**src/sv/hpp_pkg.sv**
```systemverilog
package hpp_pkg;

    localparam int BYTE_W    = 8;
    localparam int LIMIT_W   = 10;
    localparam int POS_W     = 4;
    localparam int MATCH_LEN = 10;

    localparam logic [LIMIT_W-1:0] VALUE_LIMIT_RESET = 10'd255;

    localparam logic [BYTE_W-1:0] CHAR_CR    = 8'h0D;
    localparam logic [BYTE_W-1:0] CHAR_LF    = 8'h0A;
    localparam logic [BYTE_W-1:0] CHAR_COLON = 8'h3A;
    localparam logic [BYTE_W-1:0] CHAR_SPACE = 8'h20;

    localparam logic [POS_W-1:0] MATCH_FULL = 4'd10;

    typedef enum logic [2:0] {
        PH_START  = 3'd0,
        PH_KEY    = 3'd1,
        PH_COLON  = 3'd2,
        PH_SPACE  = 3'd3,
        PH_VALUE  = 3'd4,
        PH_CR     = 3'd5,
        PH_LF     = 3'd6,
        PH_END_CR = 3'd7
    } phase_t;

    typedef enum logic [2:0] {
        ROLE_SKIP     = 3'd0,
        ROLE_KEY      = 3'd1,
        ROLE_SEP      = 3'd2,
        ROLE_VALUE    = 3'd3,
        ROLE_LINE_END = 3'd4
    } role_t;

    typedef enum logic [2:0] {
        ERR_NONE      = 3'd0,
        ERR_KEY_BREAK = 3'd1,
        ERR_NO_SPACE  = 3'd2,
        ERR_TOO_LONG  = 3'd3,
        ERR_CR_NO_LF  = 3'd4,
        ERR_EARLY_END = 3'd5
    } err_t;

    typedef struct packed {
        logic [POS_W-1:0] pos;
        logic             ok;
    } match_t;

    typedef struct packed {
        logic [BYTE_W-1:0] byte_out;
        role_t             role;
        logic              pair_done;
        logic              block_done;
        logic              conn_persist;
        err_t              error_code;
    } result_t;

    // "Connection"
    function automatic logic [BYTE_W-1:0] conn_char(input logic [POS_W-1:0] pos);
        logic [BYTE_W-1:0] c;
        unique case (pos)
            4'd0:    c = 8'h43;
            4'd1:    c = 8'h6F;
            4'd2:    c = 8'h6E;
            4'd3:    c = 8'h6E;
            4'd4:    c = 8'h65;
            4'd5:    c = 8'h63;
            4'd6:    c = 8'h74;
            4'd7:    c = 8'h69;
            4'd8:    c = 8'h6F;
            4'd9:    c = 8'h6E;
            default: c = 8'h00;
        endcase
        return c;
    endfunction

    // "keep-alive"
    function automatic logic [BYTE_W-1:0] ka_char(input logic [POS_W-1:0] pos);
        logic [BYTE_W-1:0] c;
        unique case (pos)
            4'd0:    c = 8'h6B;
            4'd1:    c = 8'h65;
            4'd2:    c = 8'h65;
            4'd3:    c = 8'h70;
            4'd4:    c = 8'h2D;
            4'd5:    c = 8'h61;
            4'd6:    c = 8'h6C;
            4'd7:    c = 8'h69;
            4'd8:    c = 8'h76;
            4'd9:    c = 8'h65;
            default: c = 8'h00;
        endcase
        return c;
    endfunction

    // Advance a match position by one byte, or drop the match flag.
    function automatic match_t match_step(input logic             is_value,
                                          input logic [POS_W-1:0] pos,
                                          input logic             ok,
                                          input logic [BYTE_W-1:0] b);
        match_t            m;
        logic [BYTE_W-1:0] c;
        c = is_value ? ka_char(pos) : conn_char(pos);
        m.pos = pos;
        m.ok  = 1'b0;
        if (ok && (pos < MATCH_FULL) && (c == b))
        begin
            m.pos = pos + 4'd1;
            m.ok  = 1'b1;
        end
        return m;
    endfunction

endpackage

```
**src/sv/hpp_in_if.sv**
```systemverilog
interface hpp_in_if;
    logic       valid;
    logic       ready;
    logic [7:0] byte_in;
    logic       end_of_data;

    modport source (output valid, output byte_in, output end_of_data, input ready);
    modport sink   (input valid, input byte_in, input end_of_data, output ready);
endinterface

```
**src/sv/hpp_out_if.sv**
```systemverilog
interface hpp_out_if;
    logic       valid;
    logic       ready;
    logic [7:0] byte_out;
    logic [2:0] role;
    logic       pair_done;
    logic       block_done;
    logic       conn_persist;
    logic [2:0] error_code;

    modport source (output valid, output byte_out, output role, output pair_done,
                    output block_done, output conn_persist, output error_code,
                    input ready);
    modport sink   (input valid, input byte_out, input role, input pair_done,
                    input block_done, input conn_persist, input error_code,
                    output ready);
endinterface

```
**src/sv/hpp_core.sv**
```systemverilog
module hpp_core (
    input  logic                          clk,
    input  logic                          rst_n,
    input  logic                          accept,
    input  logic [hpp_pkg::BYTE_W-1:0]    byte_in,
    input  logic                          end_of_data,
    input  logic [hpp_pkg::LIMIT_W-1:0]   value_limit,
    output hpp_pkg::result_t              result
);
    import hpp_pkg::*;

    phase_t             phase_reg, phase_next;
    logic [LIMIT_W-1:0] offset_reg, offset_next;
    logic [POS_W-1:0]   kpos_reg, kpos_next;
    logic               kok_reg, kok_next;
    logic [POS_W-1:0]   vpos_reg, vpos_next;
    logic               vok_reg, vok_next;
    logic               seen_reg, seen_next;

    role_t              role;
    err_t               err;
    logic               pair;
    logic               done;
    logic               is_break;
    logic [LIMIT_W:0]   offset_inc;
    match_t             km;
    match_t             vm;

    always_comb
    begin
        phase_next  = phase_reg;
        offset_next = offset_reg;
        kpos_next   = kpos_reg;
        kok_next    = kok_reg;
        vpos_next   = vpos_reg;
        vok_next    = vok_reg;
        seen_next   = seen_reg;
        role        = ROLE_SKIP;
        err         = ERR_NONE;
        pair        = 1'b0;
        done        = 1'b0;
        is_break    = (byte_in == CHAR_CR) || (byte_in == CHAR_LF);
        offset_inc  = {1'b0, offset_reg} + {{LIMIT_W{1'b0}}, 1'b1};
        km          = match_step(1'b0, kpos_reg, kok_reg, byte_in);
        vm          = match_step(1'b1, vpos_reg, vok_reg, byte_in);

        unique case (phase_reg)
            PH_START, PH_LF:
            begin
                if ((phase_reg == PH_LF) && (byte_in == CHAR_CR))
                begin
                    role       = ROLE_LINE_END;
                    phase_next = PH_END_CR;
                end
                else if ((phase_reg == PH_START) && is_break)
                begin
                    role = ROLE_SKIP;
                end
                else
                begin
                    // new key: restart the Connection match
                    km         = match_step(1'b0, '0, 1'b1, byte_in);
                    kpos_next  = km.pos;
                    kok_next   = km.ok;
                    role       = ROLE_KEY;
                    phase_next = PH_KEY;
                end
            end
            PH_KEY:
            begin
                if (byte_in == CHAR_COLON)
                begin
                    role       = ROLE_SEP;
                    phase_next = PH_COLON;
                end
                else if (is_break)
                begin
                    err = ERR_KEY_BREAK;
                end
                else
                begin
                    kpos_next = km.pos;
                    kok_next  = km.ok;
                    role      = ROLE_KEY;
                end
            end
            PH_COLON:
            begin
                if (byte_in == CHAR_SPACE)
                begin
                    role       = ROLE_SEP;
                    phase_next = PH_SPACE;
                end
                else
                begin
                    err = ERR_NO_SPACE;
                end
            end
            PH_SPACE:
            begin
                // first value byte is taken whatever it is
                vm          = match_step(1'b1, '0, 1'b1, byte_in);
                offset_next = '0;
                vpos_next   = vm.pos;
                vok_next    = vm.ok;
                role        = ROLE_VALUE;
                phase_next  = PH_VALUE;
            end
            PH_VALUE:
            begin
                if (byte_in == CHAR_CR)
                begin
                    role       = ROLE_LINE_END;
                    phase_next = PH_CR;
                end
                else if (offset_inc > {1'b0, value_limit})
                begin
                    err = ERR_TOO_LONG;
                end
                else
                begin
                    offset_next = offset_inc[LIMIT_W-1:0];
                    vpos_next   = vm.pos;
                    vok_next    = vm.ok;
                    role        = ROLE_VALUE;
                end
            end
            PH_CR:
            begin
                if (byte_in == CHAR_LF)
                begin
                    role       = ROLE_LINE_END;
                    pair       = 1'b1;
                    phase_next = PH_LF;
                    if (kok_reg && (kpos_reg == MATCH_FULL))
                    begin
                        seen_next = vok_reg && (vpos_reg == MATCH_FULL);
                    end
                end
                else
                begin
                    err = ERR_CR_NO_LF;
                end
            end
            PH_END_CR:
            begin
                if (byte_in == CHAR_LF)
                begin
                    role = ROLE_LINE_END;
                    done = 1'b1;
                end
                else
                begin
                    err = ERR_CR_NO_LF;
                end
            end
            default:
            begin
                err = ERR_NONE;
            end
        endcase

        if ((err == ERR_NONE) && !done && end_of_data)
        begin
            err = ERR_EARLY_END;
        end

        result.byte_out     = byte_in;
        result.role         = (err == ERR_NONE) ? role : ROLE_SKIP;
        result.pair_done    = (err == ERR_NONE) && pair;
        result.block_done   = (err == ERR_NONE) && done;
        result.conn_persist = (err == ERR_NONE) ? seen_next : seen_reg;
        result.error_code   = err;

        // done or error: start a new block
        if ((err != ERR_NONE) || done)
        begin
            phase_next  = PH_START;
            offset_next = '0;
            kpos_next   = '0;
            kok_next    = 1'b1;
            vpos_next   = '0;
            vok_next    = 1'b1;
            seen_next   = 1'b0;
        end
    end

    always_ff @(posedge clk or negedge rst_n)
    begin
        if (!rst_n)
        begin
            phase_reg  <= PH_START;
            offset_reg <= '0;
            kpos_reg   <= '0;
            kok_reg    <= 1'b1;
            vpos_reg   <= '0;
            vok_reg    <= 1'b1;
            seen_reg   <= 1'b0;
        end
        else if (accept)
        begin
            phase_reg  <= phase_next;
            offset_reg <= offset_next;
            kpos_reg   <= kpos_next;
            kok_reg    <= kok_next;
            vpos_reg   <= vpos_next;
            vok_reg    <= vok_next;
            seen_reg   <= seen_next;
        end
    end

`ifndef SYNTHESIS
    a_done_restarts: assert property (@(posedge clk) disable iff (!rst_n)
        (accept && result.block_done) |=> (phase_reg == PH_START) && !seen_reg)
        else $error("block end did not restart the parser");

    a_error_restarts: assert property (@(posedge clk) disable iff (!rst_n)
        (accept && (result.error_code != ERR_NONE)) |=> (phase_reg == PH_START))
        else $error("error did not restart the parser");

    a_pair_is_lf: assert property (@(posedge clk) disable iff (!rst_n)
        (accept && result.pair_done) |=> (phase_reg == PH_LF))
        else $error("pair completion did not move to line-feed phase");

    a_match_bound: assert property (@(posedge clk) disable iff (!rst_n)
        (kpos_reg <= MATCH_FULL) && (vpos_reg <= MATCH_FULL))
        else $error("match position past word length");
`endif

endmodule

```
**src/sv/http_header_block_parser_top.sv**
```systemverilog
// HTTP header block parser.
// in_ch carries one raw header byte per item (byte_in) plus end_of_data,
// which marks the last byte currently available. out_ch returns exactly one
// item per input byte: the byte, its role, pair/block completion flags, the
// keep-alive flag of the current block and an error code.
// cfg_we/cfg_wdata write value_limit (reset 255); the user must do so only
// while the block is idle, as the block does not enforce it. Each byte is
// parsed in the cycle it is accepted, against the parser state registers,
// and its result is registered, valid on out_ch in the next cycle; a new
// byte is accepted every cycle unless out_ch stalls. The single output
// register sets the rate: in_ch.ready is high when that register is empty
// or is being drained in the same cycle. When the receiver stalls, the
// output item holds and in_ch.ready drops until it is taken; parser state
// does not advance while no byte is accepted. Reset clears the output
// register and returns the parser to the start of a block with value_limit
// at 255. After a block end or an error the next byte begins a new block.
module http_header_block_parser_top (
    input  logic                          clk,
    input  logic                          rst_n,
    hpp_in_if.sink                        in_ch,
    hpp_out_if.source                     out_ch,
    input  logic                          cfg_we,
    input  logic [hpp_pkg::LIMIT_W-1:0]   cfg_wdata
);
    import hpp_pkg::*;

    logic               accept;
    logic               out_valid_reg;
    result_t            out_item_reg;
    result_t            result;
    logic [LIMIT_W-1:0] value_limit_reg;

    assign in_ch.ready = !out_valid_reg || out_ch.ready;
    assign accept      = in_ch.valid && in_ch.ready;

    hpp_core u_core (
        .clk         (clk),
        .rst_n       (rst_n),
        .accept      (accept),
        .byte_in     (in_ch.byte_in),
        .end_of_data (in_ch.end_of_data),
        .value_limit (value_limit_reg),
        .result      (result)
    );

    always_ff @(posedge clk or negedge rst_n)
    begin
        if (!rst_n)
        begin
            value_limit_reg <= VALUE_LIMIT_RESET;
        end
        else if (cfg_we)
        begin
            value_limit_reg <= cfg_wdata;
        end
    end

    always_ff @(posedge clk or negedge rst_n)
    begin
        if (!rst_n)
        begin
            out_valid_reg <= 1'b0;
        end
        else if (in_ch.ready)
        begin
            out_valid_reg <= in_ch.valid;
        end
    end

    // payload register: load on accept, hold otherwise
    always_ff @(posedge clk)
    begin
        if (accept)
        begin
            out_item_reg <= result;
        end
    end

    assign out_ch.valid        = out_valid_reg;
    assign out_ch.byte_out     = out_item_reg.byte_out;
    assign out_ch.role         = out_item_reg.role;
    assign out_ch.pair_done    = out_item_reg.pair_done;
    assign out_ch.block_done   = out_item_reg.block_done;
    assign out_ch.conn_persist = out_item_reg.conn_persist;
    assign out_ch.error_code   = out_item_reg.error_code;

endmodule
```
**src/flat_wrapper.sv**
```systemverilog
// flat-port wrapper written by rule: the top's interface ports become plain ports
module http_header_block_parser_top_flat import hpp_pkg::*;
  (clk, rst_n, cfg_we, cfg_wdata, in_ch_valid, in_ch_byte_in, in_ch_end_of_data, in_ch_ready, out_ch_valid, out_ch_byte_out, out_ch_role, out_ch_pair_done, out_ch_block_done, out_ch_conn_persist, out_ch_error_code, out_ch_ready);
  hpp_in_if in_ch_i ();
  hpp_out_if out_ch_i ();
  input  logic clk;
  input  logic rst_n;
  input  logic cfg_we;
  input  logic [hpp_pkg::LIMIT_W-1:0] cfg_wdata;
  input wire logic [$bits(in_ch_i.valid)-1:0] in_ch_valid;
  input wire logic [$bits(in_ch_i.byte_in)-1:0] in_ch_byte_in;
  input wire logic [$bits(in_ch_i.end_of_data)-1:0] in_ch_end_of_data;
  output wire logic [$bits(in_ch_i.ready)-1:0] in_ch_ready;
  output wire logic [$bits(out_ch_i.valid)-1:0] out_ch_valid;
  output wire logic [$bits(out_ch_i.byte_out)-1:0] out_ch_byte_out;
  output wire logic [$bits(out_ch_i.role)-1:0] out_ch_role;
  output wire logic [$bits(out_ch_i.pair_done)-1:0] out_ch_pair_done;
  output wire logic [$bits(out_ch_i.block_done)-1:0] out_ch_block_done;
  output wire logic [$bits(out_ch_i.conn_persist)-1:0] out_ch_conn_persist;
  output wire logic [$bits(out_ch_i.error_code)-1:0] out_ch_error_code;
  input wire logic [$bits(out_ch_i.ready)-1:0] out_ch_ready;
  assign in_ch_i.valid = in_ch_valid;
  assign in_ch_i.byte_in = in_ch_byte_in;
  assign in_ch_i.end_of_data = in_ch_end_of_data;
  assign in_ch_ready = in_ch_i.ready;
  assign out_ch_valid = out_ch_i.valid;
  assign out_ch_byte_out = out_ch_i.byte_out;
  assign out_ch_role = out_ch_i.role;
  assign out_ch_pair_done = out_ch_i.pair_done;
  assign out_ch_block_done = out_ch_i.block_done;
  assign out_ch_conn_persist = out_ch_i.conn_persist;
  assign out_ch_error_code = out_ch_i.error_code;
  assign out_ch_i.ready = out_ch_ready;
  http_header_block_parser_top u_core (.clk(clk), .rst_n(rst_n), .in_ch(in_ch_i), .out_ch(out_ch_i), .cfg_we(cfg_we), .cfg_wdata(cfg_wdata));
endmodule
```
**config.mk**
```make
export PLATFORM = sky130hd
export DESIGN_NAME = http_header_block_parser_top_flat
export DESIGN_NICKNAME = d
export VERILOG_FILES = /design/src/sv/hpp_pkg.sv /design/src/sv/hpp_in_if.sv /design/src/sv/hpp_out_if.sv /design/src/sv/hpp_core.sv /design/src/sv/http_header_block_parser_top.sv /design/src/flat_wrapper.sv
export SDC_FILE = /design/constraint.sdc
export NUM_CORES = 1
export LEC_CHECK = 0
export BUFFER_PORTS_ARGS = -buffer_cell sky130_fd_sc_hd__buf_2
export CORE_MARGIN = 2
export CORE_UTILIZATION = 50
export DETAILED_ROUTE_END_ITERATION = 6
export PLACE_DENSITY = 0.67
export SLEW_MARGIN = 20
export SYNTH_ARGS = -nofsm -noshare
export SYNTH_HDL_FRONTEND = slang
export SYNTH_SLANG_ARGS = --single-unit
```
**constraint.sdc**
```tcl
create_clock -name clk -period 3.95 [get_ports clk]
set_input_delay 0.9875 -clock clk [delete_from_list [all_inputs] [get_ports clk]]
set_output_delay 0.9875 -clock clk [all_outputs]
set_load 0.1 [all_outputs]
```
==> flow_summary_export.csv <==
group,metric,value,unit
placed_design,io_buffer_count,42,
floorplan,fp-row-count,31,
timing,report.final.slew_viol_count,0,
logic_synthesis,synth_sequential_area_ratio,0.385,
clock_network,clk_lat_worst_skew,0.30,ns
global_route,grt_antenna_before_repair,0,
logic_synthesis,post_synth_inst_count,398,
final_layout,design.final.nets,485,
timing,final.setup.worst_slack,0.249,ns
final_layout,drive_gt1_frac,0.194,
global_route,grt_pass1_vias,2896,
timing,skew,0.00815,ns
final_layout,layout-area-overhead-vs-synth,11.4,%
routing,drc_errors,0,
timing,rsz0062_at_grt,"no",
floorplan,dieArea,0.00796,mm2
timing,tightestPinTransition,0.829,ns
power,leakagePower,1.68,nW
logic_synthesis,ys_dominant_reg_cell,"dfrtp_1",
floorplan,dieHeight,89.2,um
timing,period_share,0.937,
clock_network,clock-root-buffer,"clkbuf_8",
placed_design,weighted_congestion_reported_at_the_end_of_routability_driven_placement,0.881,
routing,routed_wire_length_per_instance,16.0,um
logic_synthesis,synth_top_family_by_area,"simple AND/OR/NAND/NOR gates",
placed_design,dpl.cell_count,529,
routing,via_count,3233,
min_path,holdCritPathClass,"reg -> reg",
logic_synthesis,muxShareOfSynthArea,0.0121,
logic_synthesis,synth.yosys.warnings,0,
floorplan,die_x,89.2,um
routing,routed_wl,8590,um
timing,setup-tns-final,0,ns
timing,setup_viol,0,
critical_path,setup.worst_path.class,"reg -> reg",
clock_network,cts_hold_buf,0,
routing,ant_nets,0,
clock_network,cts-buffers-inserted,5,
logic_synthesis,synth_xor_area_frac,0.0290,
clock_network,cts.sinks,52,
routing,initialDrtViolationCount,264,
logic_synthesis,post_synth_fa_ha_maj_area_fraction,0.0827,
timing,fmax,270,MHz
logic_synthesis,synth_simple_gate_area_share,0.256,
critical_path,worstSetupStartpointType,"flip-flop",
clock_network,clk_pin_slew_worst_paths,0.10,ns
logic_synthesis,ys_top_cells_by_area,"dfrtp_1 17%, edfxtp_1 14%, ha_1 8.3%",
final_layout,stdcell_count,537,
clock_network,cts_buffer_depth,2,
routing,routed_via_density,6.02,
floorplan,io_pins,43,
timing,hold_viol,0,
placed_design,post-dp-hpwl,6380,um
global_route,largest_net_degree_at_the_start_of_global_routing,36,
logic_synthesis,syn_avg_cell_area,9.12,um2
logic_synthesis,synth_compound_gate_area_share,0.190,
run_status,outcome,"complete, no violations",
logic_synthesis,syn-num-nets,446,
global_route,globalRoute.totalOverflow,0,
logic_synthesis,netlist_area,0.00363,mm2
critical_path,critical_path.endpoint_type,"flip-flop",
critical_path,critical_path.max_fanout,6,
logic_synthesis,synth_enable_flop_cells,17,
timing,timing.max_slew.rel_slack,0.447,
logic_synthesis,synth_cell_type_count,74,
final_layout,post-route-cell-area,0.00404,mm2
placed_design,placed_cell_area,0.00394,mm2
logic_synthesis,synthDominantCellAreaShare,0.172,
global_route,groute.usage.overall,0.227,
logic_synthesis,synthesis_stage_register_bit_count,52,
routing,detailedRoute.firstPassIterationCount,5,
placed_design,preCtsSetupSlack,0.280,ns
power,ir_worst_vdd,184,uV
clock_network,cts_tree,"yes",
floorplan,start_util,0.509,
critical_path,worstPathArrival,3.93,ns
run,timing.max_cap.violations,0,
clock_network,htree_num_levels,2,
final_layout,num_antenna_cells,0,
power,power_density,419,mW/mm2
logic_synthesis,post-synth-top-area-cell,"dfrtp_1",
critical_path,timing.critical_path.required,4.18,ns
timing,minimum_period_implied_by_the_final_worst_setup_slack,3.70,ns
clock_network,setup_fix_buffers_added_after_clock_tree_synthesis,0,
final_layout,final_util,0.566,
floorplan,floorplan.core_area,0.00714,mm2
logic_synthesis,fraction_of_registers_with_async_set_reset,0.673,
global_route,grt_pass1_wl,14100,um
cells in the mapped netlist, drive strengths merged, types with 6 or more instances:
cell type / instances
nand2: 37
a21oi: 30
dfrtp: 25
o21ai: 25
ha: 24
inv: 22
nor2: 20
edfxtp: 17
nor3: 15
clkbuf: 12
nand2b: 12
nand3: 11
dfstp: 10
nor2b: 10
o22ai: 9
a31oi: 8
nor4: 6
or4: 6
xnor2: 6
xor2: 6
power by group:
group | total [W] | internal (W) | switching (W)
clock network | 0.000304 | 0.000124 | 0.000180
registers | 0.000738 | 0.000631 | 0.000107
logic | 0.000654 | 0.000234 | 0.000420
layout by cell type (no fill, tap or decap), types with 6 or more instances in the layout:
master    count
xor2_1        6
edfxtp_1     17
nand3_1      11
nor2b_1      10
ha_1         24
nand2_1      37
dfstp_2      10
a21oi_1      29
xnor2_1       6
nand2b_1     11
buf_4         7
inv_1        22
nor2_1       19
nor3_1       13
o22ai_1       8
o21ai_0      21
dfrtp_1      24
a31oi_1       8
buf_2        42
stage by stage:
stage | hold WS, ns | power [W]
6_report | 0.512 | 0.00170
2_1_floorplan | 0.468 | 0.00124
3_5_place_dp | 0.503 | 0.00139
3_3_place_gp | 0.498 | 0.00138
4_1_cts | 0.519 | 0.00169
5_1_grt | 0.540 | 0.00181
logic make-up (layout without fill, tap and decap cells):
| family | count (synthesis) | after routing |
|---|---|---|
| adder cells (fa/ha/maj) | 24 | 24 |
| buffers and inverters | 40 | 80 |
| AND/OR/NAND/NOR | 160 | 160 |
| AO/OA/AOI/OAI | 106 | 106 |
| flip-flops | 52 | 52 |
| XOR/XNOR | 12 | 12 |
| multiplexers | 4 | 4 |
what timing repair did:
action                                  4_1_cts  5_1_grt
endpoints found under the setup margin        0        9
resized for setup                             0        5
endpoints found under the hold margin         0        0
per-layer routing:
metal  track usage  share of wire  up-vias
li1              -              -     1553
met1         0.332           0.46     1559
met2         0.362           0.47      107
met3        0.0286          0.051       14
met4        0.0461          0.013        0
met5             0              0        -
critical path, stage by stage, from the launching register on:
cell     delay (ns)
dfrtp_1        0.44
nand2_1        0.10
nor2_2         0.17
and3_1         0.24
nand3_1        0.12
xnor2_1        0.16
ha_1           0.30
and3_1         0.18
or3b_1         0.38
a32oi_1        0.27
nand4_1        0.15
or3_1          0.41
or4_1          0.56
o22ai_1        0.15
worst paths after layout:
check,from,to,slack [ns],cells past startpoint
max in group asynchronous,rst_n,u_core.u_core.offset_reg[0]$_DFFE_PN0P_,2.59,1
worst min-delay path,u_core.value_limit_reg[6]$_DFFE_PN1P_,u_core.value_limit_reg[6]$_DFFE_PN1P_,0.51,2
min in group asynchronous,rst_n,u_core.out_ch.valid$_DFFE_PN0N_,0.77,1
worst max-delay path,u_core.u_core.offset_reg[2]$_DFFE_PN0P_,u_core.u_core.vpos_reg[3]$_DFFE_PN0P_,0.25,13
worst min register to register,u_core.value_limit_reg[6]$_DFFE_PN1P_,u_core.value_limit_reg[6]$_DFFE_PN1P_,0.51,2
worst max register to register,u_core.u_core.offset_reg[2]$_DFFE_PN0P_,u_core.u_core.vpos_reg[3]$_DFFE_PN0P_,0.25,13
cell type report:
cell class / count / area (um2)
well taps: 99 / 124
fillers: 679 / 3090
inverters: 23 / 86.3
flip-flops and latches: 52 / 1400
clock buffers: 5 / 68.8
clock inverters: 3 / 17.5
multi-input cells: 306 / 2080
repair buffers: 49 / 263
No activity file was read; power rests on OpenSTA's default activity.
